[config.mk]
export PLATFORM = sky130hd
export DESIGN_NAME = fuzzy_subsequence_scorer_core
export DESIGN_NICKNAME = d
export VERILOG_FILES = /design/src/fss_pkg.sv /design/src/fss_front.sv /design/src/fss_queue.sv /design/src/fss_back.sv /design/src/fuzzy_subsequence_scorer_core.sv
export SDC_FILE = /design/constraint.sdc
export NUM_CORES = 2
export LEC_CHECK = 0
export BUFFER_PORTS_ARGS = -buffer_cell sky130_fd_sc_hd__buf_2
export CORE_MARGIN = 5
export CORE_UTILIZATION = 35
export CTS_CLUSTER_DIAMETER = 60
export CTS_CLUSTER_SIZE = 8
export DETAILED_ROUTE_END_ITERATION = 8
export GPL_TIMING_DRIVEN = 0
export PLACE_DENSITY_LB_ADDON = 0.25
export SYNTH_ARGS = -nofsm -noshare
export SYNTH_HDL_FRONTEND = slang
export SYNTH_SLANG_ARGS = --single-unit
export TNS_END_PERCENT = 20
[constraint.sdc]
create_clock -name clock -period 6.8 [get_ports clock]
set_input_delay 0.34 -clock clock [delete_from_list [all_inputs] [get_ports clock]]
set_output_delay 0.34 -clock clock [all_outputs]
set_load 0.02 [all_outputs]
[src/fss_pkg.sv]
package fss_pkg;

   localparam int PATTERN_CHARS = 32;
   localparam int QUEUE_DEPTH   = 2;
   localparam int CSR_INDEX_W   = 3;

   localparam logic [CSR_INDEX_W-1:0] CSR_PATTERN_LENGTH = 3'd0;
   localparam logic [CSR_INDEX_W-1:0] CSR_CHARS_A        = 3'd1;
   localparam logic [CSR_INDEX_W-1:0] CSR_CHARS_B        = 3'd2;
   localparam logic [CSR_INDEX_W-1:0] CSR_CHARS_C        = 3'd3;
   localparam logic [CSR_INDEX_W-1:0] CSR_CHARS_D        = 3'd4;

   localparam logic [8:0] SCORE_MAX       = 9'd511;
   localparam logic [5:0] SINCE_SLASH_MAX = 6'd63;
   localparam logic [6:0] NAME_BONUS      = 7'd10;

   localparam logic [7:0] CHAR_SLASH     = 8'h2F;
   localparam logic [7:0] CHAR_BACKSLASH = 8'h5C;
   localparam logic [7:0] CHAR_DOT       = 8'h2E;
   localparam logic [7:0] CHAR_UNDERLINE = 8'h5F;
   localparam logic [7:0] CHAR_DASH      = 8'h2D;
   localparam logic [7:0] CHAR_UPPER_A   = 8'h41;
   localparam logic [7:0] CHAR_UPPER_Z   = 8'h5A;
   localparam logic [7:0] CASE_OFFSET    = 8'h20;

   typedef struct packed {
      logic [7:0] cand_char;
      logic       last_char;
   } req_type;

   typedef struct packed {
      logic [8:0] score;
      logic       matched;
   } rsp_type;

   typedef struct packed {
      logic [7:0] fold_char;
      logic       upper;
      logic       sep;
      logic       slash;
      logic       last;
   } class_type;

   typedef struct packed {
      logic      valid;
      class_type item;
   } push_type;

   function automatic logic is_upper(input logic [7:0] c);
      is_upper = (c >= CHAR_UPPER_A) && (c <= CHAR_UPPER_Z);
   endfunction

   function automatic logic [7:0] fold(input logic [7:0] c);
      fold = is_upper(c) ? c + CASE_OFFSET : c;
   endfunction

endpackage

[src/fss_front.sv]
module fss_front (
   input  logic             req_valid,
   output logic             req_ready,
   input  fss_pkg::req_type req_data,
   output fss_pkg::push_type push,
   input  logic             push_ready
);

   logic [7:0] c;

   assign c         = req_data.cand_char;
   assign req_ready = push_ready;

   always_comb begin
      push.valid          = req_valid;
      push.item.fold_char = fss_pkg::fold(c);
      push.item.upper     = fss_pkg::is_upper(c);
      push.item.slash     = (c == fss_pkg::CHAR_SLASH);
      push.item.sep       = (c == fss_pkg::CHAR_SLASH) || (c == fss_pkg::CHAR_BACKSLASH) ||
                            (c == fss_pkg::CHAR_DOT) || (c == fss_pkg::CHAR_UNDERLINE) ||
                            (c == fss_pkg::CHAR_DASH);
      push.item.last      = req_data.last_char;
   end

endmodule

[src/fss_queue.sv]
module fss_queue (
   input  logic                clock,
   input  logic                reset,
   input  fss_pkg::push_type   push,
   output logic                push_ready,
   output logic                pop_valid,
   output fss_pkg::class_type  pop_item,
   input  logic                pop
);

   localparam int PTR_W = $clog2(fss_pkg::QUEUE_DEPTH);
   localparam int CNT_W = $clog2(fss_pkg::QUEUE_DEPTH + 1);

   fss_pkg::class_type entry_ff [fss_pkg::QUEUE_DEPTH];
   logic [PTR_W-1:0]   wr_ptr_ff, wr_ptr_in;
   logic [PTR_W-1:0]   rd_ptr_ff, rd_ptr_in;
   logic [CNT_W-1:0]   count_ff, count_in;
   logic               do_push, do_pop;

   assign push_ready = (count_ff != CNT_W'(fss_pkg::QUEUE_DEPTH));
   assign pop_valid  = (count_ff != '0);
   assign pop_item   = entry_ff[rd_ptr_ff];
   assign do_push    = push.valid && push_ready;
   assign do_pop     = pop && pop_valid;

   always_comb begin
      wr_ptr_in = wr_ptr_ff;
      rd_ptr_in = rd_ptr_ff;
      count_in  = count_ff;
      if (do_push) begin
         wr_ptr_in = (wr_ptr_ff == PTR_W'(fss_pkg::QUEUE_DEPTH - 1)) ? '0 : wr_ptr_ff + 1'b1;
      end
      if (do_pop) begin
         rd_ptr_in = (rd_ptr_ff == PTR_W'(fss_pkg::QUEUE_DEPTH - 1)) ? '0 : rd_ptr_ff + 1'b1;
      end
      if (do_push && !do_pop) begin
         count_in = count_ff + 1'b1;
      end else if (do_pop && !do_push) begin
         count_in = count_ff - 1'b1;
      end
   end

   always_ff @(posedge clock) begin
      if (reset) begin
         wr_ptr_ff <= '0;
         rd_ptr_ff <= '0;
         count_ff  <= '0;
      end else begin
         wr_ptr_ff <= wr_ptr_in;
         rd_ptr_ff <= rd_ptr_in;
         count_ff  <= count_in;
      end
   end

   always_ff @(posedge clock) begin
      if (do_push) begin
         entry_ff[wr_ptr_ff] <= push.item;
      end
   end

endmodule

[src/fss_back.sv]
module fss_back #(
   parameter int MAX_PATTERN = 32
) (
   input  logic                                 clock,
   input  logic                                 reset,
   input  logic                                 csr_write,
   input  logic [fss_pkg::CSR_INDEX_W-1:0]      csr_index,
   input  logic [63:0]                          csr_wdata,
   input  logic                                 item_valid,
   input  fss_pkg::class_type                   item,
   output logic                                 item_pop,
   output logic                                 rsp_valid,
   input  logic                                 rsp_ready,
   output fss_pkg::rsp_type                     rsp_data
);

   localparam int NCH = fss_pkg::PATTERN_CHARS;

   // configuration
   logic [5:0]  len_ff;
   logic [63:0] words_ff [4];

   // pattern views, refreshed every cycle from the registers
   logic [7:0]  pat_fold [NCH];
   logic        pat_up   [NCH];
   logic [5:0]  plen;
   logic [7:0]  tgt_in   [MAX_PATTERN];
   logic        care_in  [MAX_PATTERN];

   logic [7:0]  pat_fold_ff [NCH];
   logic        pat_up_ff   [NCH];
   logic [5:0]  plen_ff;
   logic [7:0]  tgt_ff      [MAX_PATTERN];
   logic        care_ff     [MAX_PATTERN];

   // candidate state
   logic [5:0]  pos_ff, pos_in;
   logic        prev_hit_ff, prev_hit_in;
   logic        prev_sep_ff, prev_sep_in;
   logic        first_ff, first_in;
   logic [8:0]  score_ff, score_in;
   logic [7:0]  win_ff [MAX_PATTERN];
   logic [7:0]  win_in [MAX_PATTERN];
   logic [5:0]  since_ff, since_in;
   logic        found_ff, found_in;

   logic             rsp_valid_ff;
   fss_pkg::rsp_type rsp_data_ff, rsp_data_in;

   logic        consume;
   logic [7:0]  pc_fold;
   logic        pc_up;
   logic        hit;
   logic [3:0]  add;
   logic [9:0]  sum;
   logic        eq;
   logic [6:0]  bonus;
   logic [9:0]  total;
   logic [8:0]  final_score;
   logic [5:0]  idx;

   always_ff @(posedge clock) begin
      if (reset) begin
         len_ff <= '0;
         for (int w = 0; w < 4; w++) begin
            words_ff[w] <= '0;
         end
      end else if (csr_write) begin
         case (csr_index)
            fss_pkg::CSR_PATTERN_LENGTH: len_ff      <= csr_wdata[5:0];
            fss_pkg::CSR_CHARS_A:        words_ff[0] <= csr_wdata;
            fss_pkg::CSR_CHARS_B:        words_ff[1] <= csr_wdata;
            fss_pkg::CSR_CHARS_C:        words_ff[2] <= csr_wdata;
            fss_pkg::CSR_CHARS_D:        words_ff[3] <= csr_wdata;
            default: ;
         endcase
      end
   end

   always_comb begin
      for (int i = 0; i < NCH; i++) begin
         pat_fold[i] = fss_pkg::fold(words_ff[i / 8][(i % 8) * 8 +: 8]);
         pat_up[i]   = fss_pkg::is_upper(words_ff[i / 8][(i % 8) * 8 +: 8]);
      end
      if ({1'b0, len_ff} > 7'(MAX_PATTERN)) begin
         plen = 6'(MAX_PATTERN);
      end else begin
         plen = len_ff;
      end
      for (int k = 0; k < MAX_PATTERN; k++) begin
         care_in[k] = (7'(k) < {1'b0, plen});
         idx        = plen - 6'(k) - 6'd1;
         tgt_in[k]  = (idx < 6'(NCH)) ? pat_fold[idx[4:0]] : 8'd0;
      end
   end

   always_ff @(posedge clock) begin
      plen_ff <= plen;
      for (int i = 0; i < NCH; i++) begin
         pat_fold_ff[i] <= pat_fold[i];
         pat_up_ff[i]   <= pat_up[i];
      end
      for (int k = 0; k < MAX_PATTERN; k++) begin
         tgt_ff[k]  <= tgt_in[k];
         care_ff[k] <= care_in[k];
      end
   end

   assign consume  = item_valid && (!item.last || !rsp_valid_ff || rsp_ready);
   assign item_pop = consume;

   always_comb begin
      pc_fold = (pos_ff < 6'(NCH)) ? pat_fold_ff[pos_ff[4:0]] : 8'd0;
      pc_up   = (pos_ff < 6'(NCH)) ? pat_up_ff[pos_ff[4:0]] : 1'b0;
      hit     = (pos_ff < plen_ff) && (pc_fold == item.fold_char);

      add = 4'd1 + (prev_hit_ff ? 4'd2 : 4'd0) + ((first_ff || prev_sep_ff) ? 4'd3 : 4'd0) +
            ((item.upper && pc_up) ? 4'd2 : 4'd0);
      sum = {1'b0, score_ff} + {6'd0, add};

      pos_in      = hit ? pos_ff + 6'd1 : pos_ff;
      score_in    = hit ? ((sum > {1'b0, fss_pkg::SCORE_MAX}) ? fss_pkg::SCORE_MAX : sum[8:0])
                        : score_ff;
      prev_hit_in = hit;
      prev_sep_in = item.sep;
      first_in    = 1'b0;

      eq = 1'b1;
      if (item.slash) begin
         for (int k = 0; k < MAX_PATTERN; k++) begin
            win_in[k] = '0;
         end
         since_in = '0;
         found_in = 1'b0;
      end else begin
         win_in[0] = item.fold_char;
         for (int k = 1; k < MAX_PATTERN; k++) begin
            win_in[k] = win_ff[k-1];
         end
         since_in = (since_ff == fss_pkg::SINCE_SLASH_MAX) ? since_ff : since_ff + 6'd1;
         for (int k = 0; k < MAX_PATTERN; k++) begin
            if (care_ff[k] && (win_in[k] != tgt_ff[k])) begin
               eq = 1'b0;
            end
         end
         found_in = found_ff || ((plen_ff != '0) && (since_in >= plen_ff) && eq);
      end

      bonus = fss_pkg::NAME_BONUS + {1'b0, plen_ff};
      total = {1'b0, score_in} + (found_in ? {3'd0, bonus} : 10'd0);
      if (plen_ff == '0) begin
         final_score = 9'd1;
      end else if (pos_in < plen_ff) begin
         final_score = '0;
      end else begin
         final_score = (total > {1'b0, fss_pkg::SCORE_MAX}) ? fss_pkg::SCORE_MAX : total[8:0];
      end
      rsp_data_in.score   = final_score;
      rsp_data_in.matched = (final_score != '0);
   end

   always_ff @(posedge clock) begin
      if (reset || (consume && item.last)) begin
         pos_ff      <= '0;
         prev_hit_ff <= 1'b0;
         prev_sep_ff <= 1'b0;
         first_ff    <= 1'b1;
         score_ff    <= '0;
         since_ff    <= '0;
         found_ff    <= 1'b0;
         for (int k = 0; k < MAX_PATTERN; k++) begin
            win_ff[k] <= '0;
         end
      end else if (consume) begin
         pos_ff      <= pos_in;
         prev_hit_ff <= prev_hit_in;
         prev_sep_ff <= prev_sep_in;
         first_ff    <= first_in;
         score_ff    <= score_in;
         since_ff    <= since_in;
         found_ff    <= found_in;
         for (int k = 0; k < MAX_PATTERN; k++) begin
            win_ff[k] <= win_in[k];
         end
      end
   end

   always_ff @(posedge clock) begin
      if (reset) begin
         rsp_valid_ff <= 1'b0;
      end else if (consume && item.last) begin
         rsp_valid_ff <= 1'b1;
      end else if (rsp_ready) begin
         rsp_valid_ff <= 1'b0;
      end
   end

   always_ff @(posedge clock) begin
      if (consume && item.last) begin
         rsp_data_ff <= rsp_data_in;
      end
   end

   assign rsp_valid = rsp_valid_ff;
   assign rsp_data  = rsp_data_ff;

endmodule

[src/fuzzy_subsequence_scorer_core.sv]
// channel | ports                                   | moves
// --------+-----------------------------------------+------------------------------
// req     | req_valid req_ready req_data            | one candidate character item
// rsp     | rsp_valid rsp_ready rsp_data            | one score item per candidate
// csr     | csr_valid csr_ready csr_index csr_wdata | one register write
//
// One item per cycle sustained unless a held rsp stalls a final character; the matcher updates its state per item.
// An accepted item reaches the matcher through a 2-entry queue; the score of a candidate is
// registered and shows on rsp in the cycle after its last character is matched.
// A held rsp stalls only the final character; earlier characters keep flowing.
// Synchronous reset clears the registers and the candidate state; csr_ready is always high.
module fuzzy_subsequence_scorer_core #(
   parameter int MAX_PATTERN = 32
) (
   input  logic                            clock,
   input  logic                            reset,
   input  logic                            req_valid,
   output logic                            req_ready,
   input  fss_pkg::req_type                req_data,
   output logic                            rsp_valid,
   input  logic                            rsp_ready,
   output fss_pkg::rsp_type                rsp_data,
   input  logic                            csr_valid,
   output logic                            csr_ready,
   input  logic [fss_pkg::CSR_INDEX_W-1:0] csr_index,
   input  logic [63:0]                     csr_wdata
);

   fss_pkg::push_type  push;
   logic               push_ready;
   logic               q_valid;
   fss_pkg::class_type q_item;
   logic               q_pop;

   assign csr_ready = 1'b1;

   fss_front u_front (
      .req_valid  (req_valid),
      .req_ready  (req_ready),
      .req_data   (req_data),
      .push       (push),
      .push_ready (push_ready)
   );

   fss_queue u_queue (
      .clock      (clock),
      .reset      (reset),
      .push       (push),
      .push_ready (push_ready),
      .pop_valid  (q_valid),
      .pop_item   (q_item),
      .pop        (q_pop)
   );

   fss_back #(
      .MAX_PATTERN (MAX_PATTERN)
   ) u_back (
      .clock      (clock),
      .reset      (reset),
      .csr_write  (csr_valid && csr_ready),
      .csr_index  (csr_index),
      .csr_wdata  (csr_wdata),
      .item_valid (q_valid),
      .item       (q_item),
      .item_pop   (q_pop),
      .rsp_valid  (rsp_valid),
      .rsp_ready  (rsp_ready),
      .rsp_data   (rsp_data)
   );

endmodule

==> impl_metrics.toml <==
[timing]
slew_violations = 8
skew_ns = 0.0598
rsz0062_at_grt = "true"
period_minus_slack_ns = 6.89
worstMarginPinSlew_ns = 1.60
final-hold-violation-count = 0
setup_slack_ns = -0.0928
max_freq_mhz = 145
final_min_period_over_clock_period_pct = 101
slew_headroom_pct = -8.12
finalSetupViolations = 7

[final_layout]
post-route-util_pct = 41.4
nets = 5633
syn_to_final_growth_pct = 17.3
drive_gt1_share_pct = 12.4

[power_and_ir_drop]
fin_total_pwr_uw = 21400
clkPwrFrac_pct = 37.9
combPwrFrac_pct = 18.6
internal_power_uw = 14600
ir_drop_v = 0.000250
p_per_area_mw_per_mm2 = 313
p_sw_uw = 6790
leakagePower_uw = 0.0258
swShare_pct = 31.7
p_seq_share_pct = 43.5

[drt]
drt_iter0_markers = 5265
vias = 45100
wirelength_um = 277000
drtAntennaViolNets = 0
drc = 0
post_drt_wl_per_cell_um = 35.6
dr.pass1.iters = 6
vias_per_cell = 5.79

[floorplanning]
fp-row-count = 149
core_region_area_mm2 = 0.165
die_y_um = 418
ios = 94
die_x_um = 418
initial_utilization_pct = 35.3
design.die.area_mm2 = 0.175

[logic_synthesis]
synth-seq-cells = 1161
synth.distinct_cells = 76
syn_area_per_cell_um2 = 11.4
yosysSeqAreaShare_pct = 49.1
syn-num-nets = 5265
synth_edf_count = 538
syn_inst = 5096
synth.cell_area_mm2 = 0.0583
ys_warn_count = 0
ys.flop_type = "dfxtp_1"
async_flop_share_pct = 0

[global_routing]
grt_pass1_vias = 42800
grt_pass1_wl_um = 366000
grtUsageMet3_pct = 7.58
antenna_found_initial = 16
top_usage_layer = "met2"
grt_overflow_total = 0
grt_max_degree = 56
use_met1_pct = 39.7
globalRouteTotalUtil_pct = 30.9
met2_usage_pct = 47.1

[critical_path]
worstPathArrival_ns = 7.57
crit_type = "register to register"
crit_required_ns = 7.48
start_kind = "register"
worstPathMaxFanout = 13
endpoint_kind = "register"

[placement]
gp_congestion = 1.11
dp_hpwl_um = 225000
port_buffers = 92

[clock_network]
clockBufferDepth = 3
cts_made_buffers = 172
clk_latency_ns = 0.83
cts_tree = "yes"
cts_root_buf = "clkbuf_16"
path_clk_slew_ns = 0.05
cts-htree-levels = 4
cts_sinks = 1161

[job]
max_cap_violations = 2

[min_path]
hp-class = "primary input to register"

[outcome]
violations = "max-capacitance violations, max-slew violations, negative setup slack"
status = "finished, violations left"
==> flip-flops by register name, summed over array words and instances, names as in the netlist, 2 cells and up, named ones only <==
name and count:
u_back.win_ff 248, u_back.since_ff 6, u_queue.entry_ff 24, u_back.len_ff 6
u_back.tgt_ff 256, u_back.score_ff 9, u_queue.count_ff 2, u_back.plen_ff 5
u_back.pat_up_ff 32, u_back.care_ff 32, u_back.pat_fold_ff 256, u_back.words_ff 256
u_back.pos_ff 6, u_back.rsp_data 10
==> metal layers <==
| layer | wire length (µm) | share of wire (%) | vias to the layer above |
|---|---|---|---|
| met5 | 0 | 0 | - |
| met4 | 19900 | 7.2 | 0 |
| met3 | 24200 | 8.7 | 620 |
| met2 | 121000 | 44 | 2398 |
| met1 | 112000 | 41 | 22700 |
| li1 | - | - | 19300 |
==> Yosys cell counts (15+ instances only) <==
cell / number / share of area [%]
mux2i_1: 767 / 13
dfxtp_1: 623 / 21
edfxtp_1: 538 / 28
nand2_1: 428 / 2.8
and2_1: 405 / 4.3
xnor2_1: 320 / 4.8
nor2_1: 263 / 1.7
a21oi_1: 241 / 2.1
clkbuf_1: 167 / 1.1
mux4_2: 163 / 6.3
and3_1: 123 / 1.3
o21ai_0: 95 / 0.82
inv_1: 94 / 0.61
ha_1: 85 / 1.8
nand4_1: 75 / 0.80
a211oi_1: 62 / 0.80
mux2_2: 56 / 1.1
buf_1: 55 / 0.35
o21bai_1: 51 / 0.66
nor3_1: 40 / 0.34
o22ai_1: 36 / 0.39
nand2b_1: 33 / 0.35
o221ai_1: 32 / 0.48
o41ai_1: 26 / 0.39
nand3_1: 24 / 0.21
xor2_1: 24 / 0.36
or4_1: 22 / 0.28
buf_2: 16 / 0.14
a31oi_1: 15 / 0.16
==> cells by family (layout without fill, tap and decap cells) <==
group	Yosys count	count (layout)	synth area share, %
other cells	1	15	0.00643
fa+ha+maj	88	88	1.93
buf+inv	355	844	2.51
mux	996	996	21.0
flops	1161	1161	49.1
simple gates	1495	1495	13.1
compound gates	656	656	7.19
xor+xnor	344	344	5.17
==> final cells by class <==
type	count	area, µm²
fillers	15700	97000
clock inverters	23	378
flip-flops and latches	1161	28600
diodes	14	35.0
inverters	100	379
plain buffers	249	1170
well taps	2189	2740
clock buffers	272	4820
repair buffers	200	1690
multi-input cells	3580	28500
==> worst paths after layout <==
path / from / to / slack [ns] / cells after the start
setup / recovery: u_back.len_ff[0] / u_back.tgt_ff[0][21] / -0.09 / 12
hold / removal: csr_index[1] / u_back.len_ff[0] / 0.1 / 5
setup reg to reg: u_back.len_ff[0] / u_back.tgt_ff[0][21] / -0.09 / 12
hold reg to reg: u_back.first_ff / u_back.first_ff / 0.44 / 2
==> repair_timing <==
item                                    CTS  global route
setup buffers                             6             1
pin swaps                                 2             6
hold buffers                             75             0
gates resized for setup                  54            31
endpoints found under the setup margin  111            60
endpoints found under the hold margin   288             0
==> critical path, cell delays in order, from the launching register on <==
cell and delay (ns):
dfxtp_1 0.88, nand2_1 0.49, inv_2 0.34, buf_2 0.48
clkbuf_1 0.61, clkbuf_4 0.63, ha_2 0.58, xor2_2 0.64
clkbuf_1 0.46, o21ai_0 0.47, mux2i_1 0.60, nor2_1 0.10
a211oi_1 0.40
==> through the flow <==
| step | instance area, µm² | hold WS [ns] | TNS [ns] | setup WS (ns) | std cells |
|---|---|---|---|---|---|
| final | 68400 | 0.0952 | -0.311 | -0.0928 | 7788 |
| after global placement | 61500 | 0.439 | -467.61 | -1.54 | 7377 |
| after CTS | 68300 | 0.0397 | -0.0350 | -0.0350 | 7776 |
| after global routing | 68300 | 0.0849 | -0.00209 | -0.00209 | 7774 |
| after floorplan | 58300 | 0.415 | 0 | 0.0786 | 5096 |
| after detailed placement | 62100 | 0.437 | -78.54 | -1.65 | 7403 |
==> power groups by stage <==
stage | clock, µW | sequential, µW | combinational [µW]
floorplan | 0 | 8950 | 2250
global placement | 0 | 9540 | 3700
finish | 8120 | 9310 | 3980
detailed placement | 0 | 9400 | 3840
CTS | 8230 | 9290 | 3890
global route | 8550 | 9350 | 4160
==> placed cells by master, fill, tap and decap left out, drive strengths merged, types with 63 or more instances in the layout <==
cell,Yosys,routed
dlygate4sd3,0,75
mux2i,767,767
edfxtp,538,538
nand4,76,76
nor2,263,263
buf,88,204
nand2,428,428
dfxtp,623,623
a211oi,63,63
clkbuf,167,439
xnor2,320,320
inv,97,99
and3,123,123
and2,405,405
ha,85,85
a21oi,241,241
mux4,173,173
o21ai,99,99
(Power assumes the default switching activity.)
